## src/sv/quaternion_to_euler_angles_macros.svh

```systemverilog
// assertion macros for the quaternion to euler angles block
// included by the rtl files that carry concurrent assertions
`ifndef QUATERNION_TO_EULER_ANGLES_MACROS_SVH
`define QUATERNION_TO_EULER_ANGLES_MACROS_SVH

`ifndef SYNTHESIS

`define Q2E_ASSERT_IMP(lbl, clk, rst_n, ante, cons) \
    lbl: assert property (@(posedge clk) disable iff (!rst_n) (ante) |-> (cons)) \
        else $error("q2e assertion failed");

`define Q2E_ASSERT_NXT(lbl, clk, rst_n, ante, cons) \
    lbl: assert property (@(posedge clk) disable iff (!rst_n) (ante) |=> (cons)) \
        else $error("q2e assertion failed");

`else

`define Q2E_ASSERT_IMP(lbl, clk, rst_n, ante, cons)

`define Q2E_ASSERT_NXT(lbl, clk, rst_n, ante, cons)

`endif

`endif

```

## src/sv/q2e_sqrt_cell.sv

```systemverilog
// one digit cell of a restoring integer square root, digit weight 4^B
// no dependencies
module q2e_sqrt_cell #(
    parameter int VW = 57,
    parameter int B  = 0
) (
    input  logic          i_clk,
    input  logic          i_en,
    input  logic [VW-1:0] i_v,
    input  logic [VW:0]   i_res,
    output logic [VW-1:0] o_v,
    output logic [VW:0]   o_res
);
    localparam logic [VW+1:0] BIT = (VW+2)'(1) << (2 * B);

    logic [VW+1:0] n_trial;
    logic [VW+1:0] n_diff;
    logic [VW-1:0] r_v;
    logic [VW:0]   r_res;

    assign n_trial = {1'b0, i_res} + BIT;
    assign n_diff  = {2'b00, i_v} - n_trial;

    always_ff @(posedge i_clk) begin
        if (i_en) begin
            if ({2'b00, i_v} >= n_trial) begin
                r_v   <= n_diff[VW-1:0];
                r_res <= (i_res >> 1) + BIT[VW:0];
            end else begin
                r_v   <= i_v;
                r_res <= i_res >> 1;
            end
        end
    end

    assign o_v   = r_v;
    assign o_res = r_res;
endmodule

```

## config.mk

```make
export PLATFORM = sky130hd
export DESIGN_NAME = q2e_sqrt_cell
export DESIGN_NICKNAME = d
export VERILOG_FILES = /design/src/sv/quaternion_to_euler_angles_macros.svh /design/src/sv/q2e_sqrt_cell.sv
export SDC_FILE = /design/constraint.sdc
export NUM_CORES = 1
export LEC_CHECK = 0
export BUFFER_PORTS_ARGS = -buffer_cell sky130_fd_sc_hd__clkbuf_2
export CAP_MARGIN = 30
export CORE_ASPECT_RATIO = 0.5
export CORE_MARGIN = 2
export CORE_UTILIZATION = 31
export DETAILED_ROUTE_END_ITERATION = 16
export SYNTH_ARGS = -nofsm -noshare
export SYNTH_HDL_FRONTEND = slang
export SYNTH_SLANG_ARGS = --single-unit
export TNS_END_PERCENT = 20
```

## constraint.sdc

```tcl
create_clock -name i_clk -period 5.9 [get_ports i_clk]
set_clock_uncertainty 0.05 [all_clocks]
set_input_delay 1.475 -clock i_clk [delete_from_list [all_inputs] [get_ports i_clk]]
set_output_delay 1.475 -clock i_clk [all_outputs]
set_load 0.02 [all_outputs]
```

Word-level counts from Yosys, hierarchy flattened. Cells that the tools add are included.

$add $sub $neg: 3. $lt $le $gt $ge: 1. Multiplexer cells: 2.

Operators with widths (count): 57-bit two-way mux (2); 58-bit by 1-bit adder with 59-bit output, second input constant (1); 57-bit by 59-bit >= comparator with 1-bit output (1); 57-bit by 1-bit adder with 58-bit output, second input constant (1); 57-bit subtractor (1).

Flip-flop bits (word level): 115. Input bits: 117. Output and inout port bits: 115. Logic and storage cells: 9.

Longest topological paths before layout.
Word-level depth: 3. Gate-level depth with buffers: 23. Depth with buffers taken out: 20.

Worst setup path before layout. OpenSTA, ideal clock, no wires.

Path type: input to register. From: input port i_res[22]. To: register r_v[48], in the netlist o_v[48] (data pin). Library setup time: 0.262 ns. Arrival time: 5.644 ns. Data required time: 5.588 ns. Setup slack: -0.056 ns. Cell stages on the path: 17. Buffers on the path: 3. Cells stage by stage: clkbuf_1 > nand4_1 > or4_1 > nor4_1 > nand2_1 > xor2_1 > ha_1 > and2_1 > a221oi_1 > o221a_2 > o41ai_1 > nor4_1 > o31ai_1 > and2_1 > buf_2 > buf_4 > mux2_1.

Cells in the longest elaborated chain, start to end: 3. Elaborated cells between the ends (all ways): 4. Those cells by class: add/sub: 2; order compare: 1; mux: 1.

Ends and longest elaborated chain: from (decl) (RTL line q2e_sqrt_cell.sv:10) `input logic [VW:0] i_res,`; 58-bit by 1-bit adder with 59-bit output * (RTL line q2e_sqrt_cell.sv:21) `assign n_trial = {1'b0, i_res} + BIT;`; 57-bit subtractor / 57-bit by 59-bit >= comparator with 1-bit output (equally long branches) (RTL line q2e_sqrt_cell.sv:22, q2e_sqrt_cell.sv:26); 57-bit two-way mux * (RTL line q2e_sqrt_cell.sv:26) `if ({2'b00, i_v} >= n_trial) begin`; to (signal assigned) (RTL line q2e_sqrt_cell.sv:27) `r_v <= n_diff[VW-1:0];`; to (signal assigned) (RTL line q2e_sqrt_cell.sv:30) `r_v <= i_v;`; to (decl) (RTL line q2e_sqrt_cell.sv:18) `logic [VW-1:0] r_v;`.

Mark *: on every way between the ends. The rest lies on a longest branch, timed or not. A chain may end at the register's enable or synchronous reset.

Worst setup path in the final report.
From: input port i_res[35]. To: register r_res[35], in the netlist o_res[35] (data pin).

Cells in the longest elaborated chain, start to end: 3. Elaborated cells between the ends (all ways): 4. Those cells by class: add/sub: 2; order compare: 1; mux: 1.

Ends and longest elaborated chain: 58-bit by 1-bit adder with 59-bit output (RTL line q2e_sqrt_cell.sv:21); 57-bit by 59-bit >= comparator with 1-bit output (RTL line q2e_sqrt_cell.sv:26); 57-bit two-way mux * (RTL line q2e_sqrt_cell.sv:26); to (signal assigned) (RTL line q2e_sqrt_cell.sv:28) `r_res <= (i_res >> 1) + BIT[VW:0];`; to (signal assigned) (RTL line q2e_sqrt_cell.sv:31) `r_res <= i_res >> 1;`; to (decl) (RTL line q2e_sqrt_cell.sv:19) `logic [VW:0] r_res;`.

Marks and branches as above.

==> results.cfg <==
[clock_network]
ctsHoldBuffers = 0
path_clk_slew_ps = 70
clock_sinks = 115
htreeDepth = 4
cts_inserted_buffers = 17
cts-root-buf = clkbuf_16
cts_buffer_depth = 2
cts_tree = done

[drt]
first_pass_iters = 5
drc = 0
vias_per_cell = 5.08
wl_um = 37300
ant_nets = 0
wl_per_cell_um = 18.5
dr_total_vias = 10200
dr.first_iter.drc_count = 832

[floorplanning]
initial_core_util = 0.313
io_pins = 232
die_y_um = 130
die_area_mm2 = 0.0334
die_w_um = 256
row_count = 46
core_mm2 = 0.0315

[synth]
ys_ff_latch = 115
synth_cell_types = 71
synth_top_area_frac = 0.350
synth_top_family_by_area = simple AND/OR/NAND/NOR gates
syn_nets = 1312
ys_top_cells_by_count = 166 x nand2_1, 115 x edfxtp_1, 95 x xnor2_1
avgSynthCellArea_um2 = 8.70
synth-simple-area-share = 0.232
postSynthCellCount = 1135
synth_xor_xnor_area_share = 0.145
netlist_area_mm2 = 0.00988
yosys_warnings = 0
yosysMostFrequentCell = nand2_1
synth_mux_area_frac = 0.00469
seq_area_frac_synth = 0.350
netlist.top_cell.by_area = edfxtp_1
synthTopCellsByArea = edfxtp_1 35%, xnor2_1 8.4%, ha_1 7.5%, nand2_1 6.3%, xor2_1 6.0%
synth_compound_area_frac = 0.155
synth-adder-area-share = 0.0768
ys_async_sr_fraction = 0
synthFlopType = edfxtp_1
synth_edf_count = 115

[status]
status = finished clean

[sta]
slew_headroom = 0.482
fin_crit_ps = 5720
max_freq_mhz = 175
tightest_slew_ps = 770
maxSlewViolCount = 0
min_period_over_period = 0.969
finalSetupViolCount = 0
hold_viol_final = 0
whs_ps = 1300

[worst_setup_path]
crit_path_max_fanout = 15
end_kind = register
crit_slowest_cell = or4_4
startpoint_type = primary input
worstSetupPathType = in -> reg
crit_chain = clkbuf_2 -> and4_1 -> nand4_1 -> or3_4 -> or3_1 -> or4_4 -> nor2_2 -> nand2_1 -> xor2_1 -> ha_1 -> nand4_1 -> nor3_4 -> nor4b_2 -> a41o_1 -> a21oi_1 -> o31ai_1 -> buf_4 -> nand2_4 -> buf_12 -> nor4_2 -> xor2_1
crit_arrival_ps = 5840
critPathRequiredTime_ps = 6020
cpPeakStageDelay_ps = 470

[grt]
track_usage = 0.218
antenna_found_initial = 0
grt_pass1_wl_um = 55600
grt_pass1_vias = 10100
grt_overflow = 0
grt_max_degree = 62

[layout]
antenna_cells = 0
nets = 1747
drive_gt1_frac = 0.347
utilization = 0.442
area_growth_syn_to_layout_pct = 41.0

[power]
power-per-cell-area_mw_per_mm2 = 226
report.power.total_mw = 3.15
peakVddDrop_v = 0.000190
leakagePower_nw = 5.95

[job]
max-cap-violations = 0

[worst_hold_path]
hold_path.class = in -> reg

[placed_design]
dpl.hpwl_um = 30700
routabilityCongestion = 0.937
portBuffers = 231
cell type report:
class / instances / area (um^2)
clock buffers: 18 / 429
clock inverters: 14 / 186
fillers: 3158 / 17600
inverters: 27 / 101
multi-input cells: 932 / 6150
flip-flops and latches: 115 / 3450
well taps: 432 / 541
repair buffers: 477 / 3070
state kept, by name (all words and copies together) (netlist names):
register and count:
o_res 58, o_v 57
layer usage:
metal | share of wire | wire length [um] | global-route usage
met5 | 0 | 0 | 0
met4 | 0.032 | 1180 | 0.0872
met3 | 0.054 | 2020 | 0.0406
met2 | 0.50 | 18500 | 0.391
met1 | 0.42 | 15600 | 0.263
kinds of logic (layout without fill, tap and decap cells):
family,Yosys count,after routing
AND/OR/NAND/NOR,448,448
AO/OA/AOI/OAI,257,257
XOR/XNOR,163,163
flip-flops,115,115
buffers and inverters,88,536
adder cells (fa/ha/maj),60,60
multiplexers,4,4
timing repair:
item,CTS,global route
buffers inserted,0,1
gates resized for setup,1,17
setup endpoints to repair,72,115
pin swaps,0,6
power breakdown:
part | switching (mW) | internal, mW
clock | 0.424 | 0.704
sequential | 0.0271 | 0.998
combinational | 0.586 | 0.409
through the flow:
step	instances	area [um^2]	setup slack [ps]	setup TNS (ps)
final	2015	13900	184	0
after floorplan	1135	9890	2.03	0
after global placement	1982	13200	-389	-35120
after detailed placement	1982	13200	-550	-52170
after CTS	2014	13800	3.39	0
after global routing	2015	13900	-9.77	-9.77
final timing paths:
kind	start	end	depth (start not counted)
worst max-delay path	i_res[35]	o_res[35]	21
worst min-delay path	i_v[50]	o_v[50]	3
critical path, delay by kind of cell:
family | cells | cell delay [ps]
XOR/XNOR | 2 | 260
adder cells (fa/ha/maj) | 1 | 300
buffers and inverters | 3 | 470
AO/OA/AOI/OAI | 3 | 350
AND/OR/NAND/NOR | 12 | 2970
placed cells by master, fill, tap and decap left out, types with 3 or more instances in the layout:
cell,Yosys,layout
a211oi_1,5,5
a21boi_0,3,3
a21o_1,14,14
a21oi_1,78,78
a311oi_1,4,4
a31oi_1,6,6
and2_1,7,8
and3_1,19,19
and4_1,10,10
buf_12,0,5
buf_4,3,241
bufinv_16,0,4
clkbuf_16,0,17
clkbuf_2,0,230
clkinvlp_4,0,3
edfxtp_1,115,115
ha_1,59,59
inv_1,27,27
nand2_1,166,165
nand2b_1,10,10
nand3_1,56,55
nand4_1,42,42
nor2_1,49,48
nor2b_1,3,3
nor3_1,27,23
nor3_2,8,11
nor4_1,16,12
nor4_2,3,6
o211ai_1,4,4
o21a_1,7,7
o21ai_0,92,91
o21ai_1,4,5
o21bai_1,13,13
o31ai_1,4,4
or2_2,5,5
or3_1,11,10
xnor2_1,95,95
xor2_1,68,68
Power figures use the tool's default switching activity.
